File: config.mk
export PLATFORM = sky130hd
export DESIGN_NAME = zdss_pattern_ram
export DESIGN_NICKNAME = d
export VERILOG_FILES = /design/src/rtl/core/zdss_pkg.sv /design/src/rtl/core/zdss_pattern_ram.sv
export SDC_FILE = /design/constraint.sdc
export NUM_CORES = 2
export LEC_CHECK = 0
export ABC_CLOCK_PERIOD_IN_PS = 6000
export BUFFER_PORTS_ARGS = -buffer_cell sky130_fd_sc_hd__clkbuf_2
export CAP_MARGIN = 25
export CELL_PAD_IN_SITES_DETAIL_PLACEMENT = 1
export CELL_PAD_IN_SITES_GLOBAL_PLACEMENT = 1
export CORE_UTILIZATION = 35
export CTS_CLUSTER_SIZE = 8
export DETAILED_ROUTE_END_ITERATION = 10
export GPL_TIMING_DRIVEN = 0
export MAX_ROUTING_LAYER = met4
export PLACE_DENSITY_LB_ADDON = 0.1
export SLEW_MARGIN = 0
export SYNTH_ARGS = -nofsm -noshare
export SYNTH_HDL_FRONTEND = slang
export SYNTH_SLANG_ARGS = --single-unit
File: constraint.sdc
create_clock -name aclk -period 6 [get_ports aclk]
set_clock_uncertainty 0.2 [all_clocks]
set_input_delay 0.3 -clock aclk [delete_from_list [all_inputs] [get_ports aclk]]
set_output_delay 0.3 -clock aclk [all_outputs]
set_load 0.02 [all_outputs]
File: src/rtl/core/zdss_pkg.sv
// Shared types and constants for the zero-delimited string search block.
`default_nettype none

package zdss_pkg;

    // Sizes of the pattern store and the progress vector
    localparam int PATTERN_MAX = 256;
    localparam int PAT_AW      = $clog2(PATTERN_MAX);
    localparam int PROG_W      = PATTERN_MAX + 1;
    localparam int SAT_W       = $clog2(PATTERN_MAX + 1);

    // Field widths fixed by the interface
    localparam int BYTE_W      = 8;
    localparam int IDX_W       = 8;
    localparam int CFG_W       = 9;
    localparam int POS_W       = 23;
    localparam int MASK_ROWS   = 1 << BYTE_W;

    typedef enum logic [0:0] {
        OP_LOAD = 1'b0,
        OP_TEXT = 1'b1
    } opcode_e;

    // One bit write into the character mask memory
    typedef struct packed {
        logic              set;
        logic              clr;
        logic [BYTE_W-1:0] row;
        logic [PAT_AW-1:0] col;
    } mask_wr_t;

endpackage

`default_nettype wire

File: src/rtl/core/zdss_pattern_ram.sv
// Pattern byte store: one port, read of the old byte while the new one is written.
`default_nettype none

module zdss_pattern_ram (
    input  wire logic                             aclk,
    input  wire logic                             wr_en,
    input  wire logic [zdss_pkg::PAT_AW-1:0]      addr,
    input  wire logic [zdss_pkg::BYTE_W-1:0]      wr_data,
    output logic      [zdss_pkg::BYTE_W-1:0]      old_data
);

    logic [zdss_pkg::BYTE_W-1:0] mem [zdss_pkg::PATTERN_MAX];
    logic [zdss_pkg::BYTE_W-1:0] old_data_reg;

    always_ff @(posedge aclk) begin
        if (wr_en) begin
            old_data_reg <= mem[addr];
            mem[addr]    <= wr_data;
        end
    end

    assign old_data = old_data_reg;

endmodule

`default_nettype wire

==> key figures <==
Clock network
  • Post-cts hold buffer count: 9
  • Worst-path clk slew: 0.05 ns
  • TritonCTS Buffers: 307
  • CTS tree: done
  • Resize count post-CTS: 0
  • Clock latency on the worst-skew pair: 0.92 ns
  • Clk sinks: 2056
  • Root Buffer: clkbuf_16
  • CTS max path bufs: 4
  • H-Tree Depth: 5
  • Post-CTS Setup Bufs: 0

Layout
  • Largest register FFs: 2048
  • FILL cells: a little over 20000
  • Nets: 3974
  • Area grow syn2layout: 16.7%
  • Post-layout util: 41.2%
  • Share of layout cells above drive strength 1: approximately 26%
  • Most common cell after layout, fill and taps aside: edfxtp_1
  • Most frequent cells in the layout: edfxtp_1, mux4_2, clkbuf_16

Synthesis
  • #FFs+latches synth: 2056
  • Yosys warnings: 0
  • Cells after Synth: ~3500
  • Post-synthesis adder-cell area fraction: 0%
  • Cell accounting for the most synthesized area: edfxtp_1
  • Syn_area_per_cell: 22.2 sq um
  • Synth unique cells: 21
  • Syn Nets: 3565
  • Seq/Total Area, Yosys: 78.6%
  • Largest family of logic cells by synthesized area: multiplexers
  • Synth top area cells: edfxtp_1, mux4_2, a22oi_1, nor2_1, a21oi_1
  • Synthesized cell area: 78600 sq um
  • Synth Area in Simple Gates: 1.73%
  • Yosys top cell area share: 78.6%
  • Post-synthesis mux area share: 14.7%
  • Xor/xnor share of the synthesized area: 0%
  • Synth Area in Compound Gates: 3.62%

Route
  • Drt pass-1 iters: 5
  • Vias per cell: about 5.5
  • DR WL/cell: 35.5 microns
  • Starting DRT DRC Count: a little under 4000
  • DRC: 0
  • Vias: slightly below 40000
  • Routed Antenna Nets: 0
  • Routed wire length: between 200000 and 250000 microns

Die
  • Die height: 476 microns
  • Die Area: 226000 sq um
  • Initial Util: 35.3%
  • Core Rows: 173
  • Die W: 476 microns
  • Core ar.: roughly 220000 sq um
  • Io pins: 26

Setup path
  • Flop2flop setup slack: 2.06 ns
  • Crit path launch type: primary input
  • CP bufs+invs: 6
  • Crit. path cell count: 9
  • Reg2reg start: mem[236][4]$_DFFE_PP_
  • Crit path cell chain: clkbuf_1 > and2_1 > buf_2 > clkbuf_1 > buf_8 > clkbuf_1 > nand2_1 > clkbuf_2 > nor2_1
  • CP max stage delay: 0.93 ns
  • Crit Path Category: primary input to flop
  • Arrival time worst endpoint: 5.38 ns
  • Reg2reg end: old_data[4]$_DFFE_PP_
  • Cell mode on critical path: clkbuf_1
  • Worst setup EP type: flop
  • Slowest cell on crit path: nor2_1
  • Crit-path max FO: 10
  • Worst-case reg-to-reg path depth: 5
  • CP delay by family, top: buffers and inverters
  • Critical Path RT: 6.29 ns

Min path
  • Hold Path Depth: 2
  • Hold EP: mem[166][7]$_DFFE_PP_
  • Hold path startpoint: wr_data[7]
  • Hold Path Class: primary input to flop

Placement
  • Input/output buffers: 21
  • DP HPWL: 165000 microns
  • RD Place Congestion: 0.863
  • Dpl ws: 0.0289 ns

GRT
  • Number of global-route vias before repair: 41100
  • Global-route wire length before repair: 340000 microns
  • Initial antenna violation count: 16
  • Largest net degree at the start of global routing: about 130
  • GRT overflow: 0
  • GRT Util Overall: 22.7%

STA
  • Hold slack final: 0.112 ns
  • Slew margin rel.: 26.0%
  • Setup ws final: roughly 0.91 ns
  • RSZ-0062 raised after global routing: no
  • Slew Viols, Final: 0
  • Final Setup Violations: 0
  • Final Cycle Share: 84.8%
  • Worst-margin pin slew: 1.11 ns
  • Hold Violations, Final: 0
  • Crit path time final: ~5 ns
  • Fmax: 0.197 GHz

Pwr
  • PD cells: around 350 nW/um^2
  • Leakage: 0.0278 uW
  • Peak VDD IR: 0.000288 V

Outcome
  • Status: complete, no violations

Run
  • Max Cap Viol: 0
## stage by stage
| step | cell area (sq um) | total power [uW] | setup TNS (ns) | cells |
|---|---|---|---|---|
| finish | 91700 | 32400 | 0 | 6956 |
| global route | 91700 | 33300 | 0 | 6952 |
| CTS | 91700 | 32800 | 0 | 6943 |
| detailed placement | 83600 | 17700 | 0 | 6608 |
| global placement | 82400 | 17800 | -258.01 | 6543 |
| floorplan | 78600 | 16900 | 0 | 3547 |
## metal layers
layer  part of all wire (%)  track usage [%]  vias up
met1                     42             29.5    21102
met3                    5.9             4.46      413
met4                    3.5             7.98        0
met5                      0                -        -
li1                       -                -    15812
met2                     49             35.6     1115
## logic make-up (layout without fill, tap and decap cells)
family | count (synthesis) | count (layout)
AO/OA/AOI/OAI | 416 | 416
buffers and inverters | 233 | 659
flip-flops | 2056 | 2056
multiplexers | 512 | 512
other | 0 | 8
AND/OR/NAND/NOR | 330 | 330
## synth_stat cells
cell type / n
buf_2: 36
a22oi_1: 256
nand2_1: 28
buf_6: 16
or3_1: 1
nor3_1: 30
a21oi_1: 128
nand3_1: 13
or2_2: 2
inv_1: 1
nor2_1: 232
edfxtp_1: 2056
o41ai_1: 32
nand4_1: 8
buf_4: 16
buf_1: 19
mux4_2: 512
nand2b_1: 6
and2_1: 3
nor2b_1: 7
clkbuf_1: 145
## worst max path at each step
stage / start / to / slack (ns)
6_report: addr[3] / mem[63][2]$_DFFE_PP_ / 0.91
5_1_grt: addr[3] / mem[63][2]$_DFFE_PP_ / 0.93
4_1_cts: addr[3] / mem[63][2]$_DFFE_PP_ / 0.96
3_5_place_dp: addr[3] / mem[63][1]$_DFFE_PP_ / 0.03
3_3_place_gp: addr[3] / mem[63][5]$_DFFE_PP_ / -0.60
2_1_floorplan: addr[1] / mem[111][0]$_DFFE_PP_ / 3.28
## final cells by class
cell class	count	area, sq um	share of cell area, %
Antenna cell	8	20.0	0.0218
Buffer	232	1120	1.22
Clock buffer	318	7850	8.56
Clock inverter	8	81.3	0.0887
Inverter	1	3.75	0.00409
Multi-Input combinational cell	1258	15800	17.2
Sequential cell	2056	61700	67.3
Tap cell	2975	3720	4.06
Timing Repair Buffer	100	1400	1.53
## where the power goes
group	internal, uW	switching [uW]	leakage (uW)
clock network	9110	5870	0.00390
registers	15900	15.1	0.0185
logic	489	1060	0.00543
total	25500	6940	0.0278
Power figures use the tool's default switching activity.
