<file path="config.mk">
export PLATFORM = sky130hd
export DESIGN_NAME = zdss_scan
export DESIGN_NICKNAME = d
export VERILOG_FILES = /design/src/rtl/core/zdss_pkg.sv /design/src/rtl/core/zdss_scan.sv
export SDC_FILE = /design/constraint.sdc
export NUM_CORES = 2
export LEC_CHECK = 0
export BUFFER_PORTS_ARGS = -buffer_cell sky130_fd_sc_hd__buf_4
export CAP_MARGIN = 15
export CORE_MARGIN = 2
export CORE_UTILIZATION = 30
export CTS_CLUSTER_SIZE = 30
export DETAILED_ROUTE_END_ITERATION = 16
export HOLD_SLACK_MARGIN = 0.05
export PLACE_DENSITY_LB_ADDON = 0.2
export SYNTH_ARGS = -nofsm -noshare
export SYNTH_HDL_FRONTEND = slang
export SYNTH_SLANG_ARGS = --single-unit
</file>
<file path="constraint.sdc">
create_clock -name aclk -period 4.2 [get_ports aclk]
set_clock_uncertainty 0.15 [all_clocks]
set_input_delay 0.84 -clock aclk [delete_from_list [all_inputs] [get_ports aclk]]
set_output_delay 0.84 -clock aclk [all_outputs]
set_load 0.05 [all_outputs]
</file>
<file path="src/rtl/core/zdss_pkg.sv">
// Shared types and constants for the zero-delimited string search block.
`default_nettype none

package zdss_pkg;

    // Sizes of the pattern store and the progress vector
    localparam int PATTERN_MAX = 256;
    localparam int PAT_AW      = $clog2(PATTERN_MAX);
    localparam int PROG_W      = PATTERN_MAX + 1;
    localparam int SAT_W       = $clog2(PATTERN_MAX + 1);

    // Field widths fixed by the interface
    localparam int BYTE_W      = 8;
    localparam int IDX_W       = 8;
    localparam int CFG_W       = 9;
    localparam int POS_W       = 23;
    localparam int MASK_ROWS   = 1 << BYTE_W;

    typedef enum logic [0:0] {
        OP_LOAD = 1'b0,
        OP_TEXT = 1'b1
    } opcode_e;

    // One bit write into the character mask memory
    typedef struct packed {
        logic              set;
        logic              clr;
        logic [BYTE_W-1:0] row;
        logic [PAT_AW-1:0] col;
    } mask_wr_t;

endpackage

`default_nettype wire

</file>
<file path="src/rtl/core/zdss_scan.sv">
// Progress vector, match tracking and result register for the text stream.
`default_nettype none

module zdss_scan (
    input  wire logic                                  aclk,
    input  wire logic                                  aresetn,
    input  wire logic                                  cfg_we,
    input  wire logic [zdss_pkg::CFG_W-1:0]            cfg_len,
    input  wire logic                                  text_acc,
    input  wire logic [zdss_pkg::BYTE_W-1:0]           text_byte,
    input  wire logic                                  text_last,
    input  wire logic [zdss_pkg::PATTERN_MAX-1:0]      mask_row,
    output logic                                       s1_go,
    output logic                                       m_valid,
    input  wire logic                                  m_ready,
    output logic                                       m_found,
    output logic      [zdss_pkg::POS_W-1:0]            m_match_offset
);

    logic [zdss_pkg::SAT_W-1:0]   len_reg, len_next;
    logic [zdss_pkg::PROG_W-1:0]  lenmask_reg, lenmask_next;
    logic [zdss_pkg::PROG_W-1:0]  prog_reg, prog_adv;
    logic [zdss_pkg::POS_W-1:0]   pos_reg;
    logic                         seen_reg, seen_next;
    logic [zdss_pkg::POS_W-1:0]   first_reg, first_next;
    logic                         s1_valid_reg;
    logic [zdss_pkg::BYTE_W-1:0]  s1_byte_reg;
    logic                         s1_last_reg;
    logic                         m_valid_reg;
    logic                         m_found_reg;
    logic [zdss_pkg::POS_W-1:0]   m_offset_reg;
    logic                         advance;
    logic                         hit_close, hit_end;
    logic [zdss_pkg::POS_W-1:0]   start_close, start_end;

    // Saturated length and its thermometer mask
    always_comb begin
        if (32'(cfg_len) > zdss_pkg::PATTERN_MAX) begin
            len_next = zdss_pkg::SAT_W'(zdss_pkg::PATTERN_MAX);
        end else begin
            len_next = zdss_pkg::SAT_W'(cfg_len);
        end
        for (int k = 0; k < zdss_pkg::PROG_W; k++) begin
            lenmask_next[k] = (k <= 32'(len_next));
        end
    end

    assign s1_go   = !(s1_valid_reg && s1_last_reg && m_valid_reg && !m_ready);
    assign advance = s1_valid_reg && s1_go;

    always_comb begin
        start_close = pos_reg - zdss_pkg::POS_W'(len_reg);
        start_end   = start_close + zdss_pkg::POS_W'(1);
        hit_close   = (len_reg != '0) && prog_reg[len_reg] && (s1_byte_reg == '0);
        prog_adv    = {prog_reg[zdss_pkg::PATTERN_MAX-1:0] & mask_row, s1_byte_reg == '0}
                      & lenmask_reg;
        hit_end     = s1_last_reg && (len_reg != '0) && prog_adv[len_reg];
        seen_next   = seen_reg;
        first_next  = first_reg;
        // earliest start wins: a candidate closed by this byte precedes one ending here
        priority if (seen_reg) begin
            seen_next = seen_reg;
        end else if (hit_close) begin
            seen_next  = 1'b1;
            first_next = start_close;
        end else if (hit_end) begin
            seen_next  = 1'b1;
            first_next = start_end;
        end
    end

    always_ff @(posedge aclk) begin
        if (!aresetn) begin
            len_reg      <= '0;
            lenmask_reg  <= zdss_pkg::PROG_W'(1);
            prog_reg     <= zdss_pkg::PROG_W'(1);
            pos_reg      <= '0;
            seen_reg     <= 1'b0;
            first_reg    <= '0;
            s1_valid_reg <= 1'b0;
            m_valid_reg  <= 1'b0;
        end else begin
            if (cfg_we) begin
                len_reg     <= len_next;
                lenmask_reg <= lenmask_next;
            end
            if (text_acc) begin
                s1_valid_reg <= 1'b1;
            end else if (advance) begin
                s1_valid_reg <= 1'b0;
            end
            if (advance) begin
                if (s1_last_reg) begin
                    prog_reg  <= zdss_pkg::PROG_W'(1);
                    pos_reg   <= '0;
                    seen_reg  <= 1'b0;
                    first_reg <= '0;
                end else begin
                    prog_reg  <= prog_adv;
                    pos_reg   <= pos_reg + zdss_pkg::POS_W'(1);
                    seen_reg  <= seen_next;
                    first_reg <= first_next;
                end
            end
            if (advance && s1_last_reg) begin
                m_valid_reg <= 1'b1;
            end else if (m_ready) begin
                m_valid_reg <= 1'b0;
            end
        end
    end

    always_ff @(posedge aclk) begin
        if (text_acc) begin
            s1_byte_reg <= text_byte;
            s1_last_reg <= text_last;
        end
        if (advance && s1_last_reg) begin
            m_found_reg  <= seen_next;
            m_offset_reg <= seen_next ? first_next : '0;
        end
    end

    assign m_valid        = m_valid_reg;
    assign m_found        = m_found_reg;
    assign m_match_offset = m_offset_reg;

`ifndef SYNTHESIS
    // a finished buffer leaves a fresh stream behind
    assert property (@(posedge aclk) disable iff (!aresetn)
        advance && s1_last_reg |=> prog_reg == zdss_pkg::PROG_W'(1) && pos_reg == '0
                                   && !seen_reg)
        else $error("stream state not cleared after last byte");
    // a pending result is never overwritten
    assert property (@(posedge aclk) disable iff (!aresetn)
        advance && s1_last_reg && m_valid_reg |-> m_ready)
        else $error("result register overwritten");
    // no new text byte enters while the stage ahead is stalled
    assert property (@(posedge aclk) disable iff (!aresetn)
        text_acc |-> !s1_valid_reg || s1_go)
        else $error("text accepted over a stalled stage");
`endif

endmodule

`default_nettype wire
</file>
==> flow_summary_export.csv <==
group,metric,value,unit
power,power_frac_clock,0.450,
critical_path,worstSetupPathType,"flip-flop to flip-flop",
critical_path,crit_path_cell_trace,"inv_1 > buf_4 > nand2_1 > nor3_1 > o41ai_1 > buf_4 > o22ai_1 > buf_4 > o2111ai_1 > buf_4 > o311ai_4 > buf_4 > or2_2 > a211o_1 > o211ai_1",
drt,wire_per_inst,29.8,µm
cells_and_area,syn_to_final_growth,26.2,%
critical_path,r2r-start,"len_reg[2]$_SDFFE_PN0P_",
synthesis,synth_top_cell_area_share,0.361,
synthesis,netlist-cell-type-count,88,
synthesis,synth.area.top_cells,"dfxtp_1, a21oi_1, nor2b_1",
synthesis,synth_edf_count,33,
drt,drc_errors,0,
floorplan,rows,119,
power,power_switching_share,0.286,
cells_and_area,largest_register_ffs,257,
synthesis,syn_area,31600,µm²
synthesis,ys_ff_latch,604,
power,total_leakage_power,14.3,nW
power,p_seq_frac,0.407,
drt,final_antenna_net_count,0,
sta,rsz0062_at_grt,"no",
sta,worst_pin_slew,1.13,ns
power,peakVddDrop,0.277,mV
worst_hold_path,min_path_cells,1,
sta,fmax,240,MHz
global_route,antenna_found_initial,14,
sta,slew_headroom,0.244,
critical_path,ff2ff_path_depth,15,
clock_network,htree_levels,3,
synthesis,ys.flop_type,"dfxtp_1",
power,power_frac_comb,0.143,
clock_network,clk_latency,0.67,ns
worst_hold_path,hp-class,"input port to flip-flop",
flow_run,maxCapViolCount,0,
floorplan,io_pins,305,
synthesis,seq_area_frac_synth,0.393,
global_route,gr-total-overflow,0,
synthesis,avgSynthCellArea,8.15,µm²
critical_path,worst-path-max-fanout,14,
placed_design,hpwl,131000,µm
critical_path,path_common_cell,"buf_4",
global_route,track_usage,0.308,
drt,postRouteWirelength,171000,µm
critical_path,cp_slowest_cell,"dfxtp_2",
synthesis,yosysTopAreaCell,"dfxtp_1",
critical_path,end_kind,"flip-flop",
sta,slew_viol_final,0,
clock_network,tritoncts,"built",
sta,final-hold-violation-count,0,
placed_design,io_buffers,304,
clock_network,numCtsBuffers,75,
worst_hold_path,hold_start,"text_byte[1]",
floorplan,die_area,108000,µm²
clock_network,root_buffer,"clkbuf_16",
sta,setup_viol,0,
critical_path,cp_top_family,"compound AO/OA/AOI/OAI gates",
cells_and_area,drive_gt1_frac,0.210,
critical_path,critPathRequiredTime,4.52,ns
global_route,grt_pass1_vias,31500,
clock_network,clkSinkCount,604,
drt,drt_first_iter_violations,4225,
critical_path,cpPeakStageDelay,0.48,ns
drt,routed_via_density,5.88,
floorplan,start_util,0.301,
synthesis,yosysWarnings,0,
clock_network,cts_hold_buf,0,
power,power.switching,0.00433,W
critical_path,cp-start-kind,"flip-flop",
power,power_density,379,nW/µm²
critical_path,startpoint,"len_reg[2]$_SDFFE_PN0P_",
sta,fin_crit,4.16,ns
drt,drt_pre_antenna_iters,6,
clock_network,clk_pin_slew,0.06,ns
floorplan,fp.dieW,329,µm
synthesis,synthCells,3883,
power,p_int,0.0108,W
clock_network,clock_path_buffers,3,
global_route,grt_max_degree,221,
global_route,grt_first_pass_wirelength,239000,µm
sta,finalSetupTns,0,ns
critical_path,worstPathArrival,4.48,ns
sta,post-route-period-util,0.990,
cells_and_area,fin_util,0.380,
critical_path,worst-path-stages,15,
critical_path,cp_num_buf_inv,6,
floorplan,fp.dieH,329,µm
status,status,"complete, no violations",
synthesis,synthArstFlopShare,0,
floorplan,core_area,105000,µm²
synthesis,syn-num-nets,4174,
placed_design,place_congestion,1.07,
cells_and_area,fin_nets,4590,
drt,dr_total_vias,33800,
[final timing paths]
check,to,slack [ns]
worst min register to register,first_reg[4]$_SDFFE_PN0P_,0.30
worst min-delay path,s1_byte_reg[1]$_DFFE_PP_,0.19
worst max-delay path,m_match_offset[16]$_SDFFCE_PP0P_,0.04
worst max register to register,m_match_offset[16]$_SDFFCE_PP0P_,0.04
[per-layer routing]
layer	GRT usage	routed length, µm
met5	0	115
met4	0.142	8970
met3	0.0750	16000
met2	0.462	73700
met1	0.414	72500
[Yosys cell counts, drive strengths merged, types with 10 or more instances]
| master | n |
|---|---|
| mux4 | 62 |
| dfxtp | 571 |
| o2111ai | 10 |
| nand4 | 66 |
| nor2 | 258 |
| xnor2 | 15 |
| clkbuf | 260 |
| a221oi | 11 |
| a21oi | 452 |
| o31ai | 11 |
| a21boi | 31 |
| o22ai | 59 |
| nor2b | 314 |
| a22o | 16 |
| o211ai | 50 |
| and2 | 38 |
| o21ai | 232 |
| o21a | 21 |
| edfxtp | 33 |
| inv | 24 |
| xor2 | 21 |
| ha | 11 |
| mux2i | 60 |
| buf | 60 |
| nand2 | 200 |
| a31oi | 44 |
| o211a | 32 |
| a22oi | 14 |
| mux2 | 12 |
| a211oi | 15 |
| nor3 | 312 |
| or3 | 14 |
| or2 | 19 |
| nand3 | 327 |
| nand2b | 37 |
| a311oi | 10 |
| and3 | 22 |
[layout by cell type, fill, tap and decap left out, types with 10 or more instances in the layout]
cell type  Yosys  layout
a221oi_1      11      10
mux2_2        12      12
and2_1        38      38
nand4_1       66      66
a22o_1        16      16
o211ai_1      50      50
clkbuf_8       0      13
o22ai_1       59      59
a21oi_1      450     449
a211oi_1      14      14
nand2b_1      36      36
clkinv_2       0      18
a21boi_0      31      31
mux2i_1       60      60
and3_1        20      20
buf_4         14     638
o211a_1       32      32
edfxtp_1      33      33
ha_1          11      11
clkbuf_1     260      14
a31oi_1       44      44
buf_12         0      19
nor2_1       257     255
mux4_2        62      62
o31ai_1       11      11
o2111ai_1     10      10
xnor2_1       15      14
dfxtp_1      571     567
nand2_1      200     200
o21ai_0      228     224
nor3_1       312     312
or2_2         19      19
o21a_1        21      21
nor2b_1      314     314
xor2_1        21      21
or3_1         14      14
a22oi_1       14      14
inv_1         23      22
nand3_1      327     327
clkbuf_16      0      77
[cells by family after synthesis]
family / after synthesis / synth area share
AND/OR/NAND/NOR: 1656 / 0.269
AO/OA/AOI/OAI: 1096 / 0.211
flip-flops: 604 / 0.393
buffers and inverters: 345 / 0.0445
multiplexers: 134 / 0.0674
XOR/XNOR: 36 / 0.00997
adder cells (fa/ha/maj): 12 / 0.00498
[power by group through the flow]
| stage | Sequential, W | Clock, W | Combinational [W] |
|---|---|---|---|
| 5_1_grt | 0.00618 | 0.00713 | 0.00224 |
| 2_1_floorplan | 0.00622 | 0 | 0.000984 |
| 6_report | 0.00617 | 0.00681 | 0.00216 |
| 4_1_cts | 0.00616 | 0.00689 | 0.00210 |
| 3_3_place_gp | 0.00628 | 0 | 0.00209 |
| 3_5_place_dp | 0.00628 | 0 | 0.00209 |
[per-stage QoR]
step | setup WS [ns] | hold slack [ns] | cell area [µm²] | power [W] | cells
2_1_floorplan | 0.00418 | 0.274 | 31700 | 0.00721 | 3883
3_3_place_gp | 0.0540 | 0.296 | 37300 | 0.00838 | 5609
3_5_place_dp | 0.0700 | 0.297 | 37300 | 0.00837 | 5609
4_1_cts | 0.0374 | 0.169 | 39800 | 0.0151 | 5748
5_1_grt | 0.00365 | 0.179 | 39900 | 0.0155 | 5752
6_report | 0.0406 | 0.191 | 39900 | 0.0151 | 5757
[cell type report]
class / instances / area (µm²)
clock inverter: 35 / 398
clock buffer: 104 / 2160
fill: 10800 / 65000
timing repair buffer: 659 / 5200
tap: 1391 / 1740
multi-input combinational: 2934 / 17900
inverter: 25 / 93.8
antenna: 5 / 12.5
sequential: 604 / 12400
[timing repair]
action,in CTS,in global routing
resized for setup,0,10
buffers inserted,0,4
endpoints found under the setup margin,0,39
hold endpoints to repair,0,0
Power figures use the tool's default switching activity.
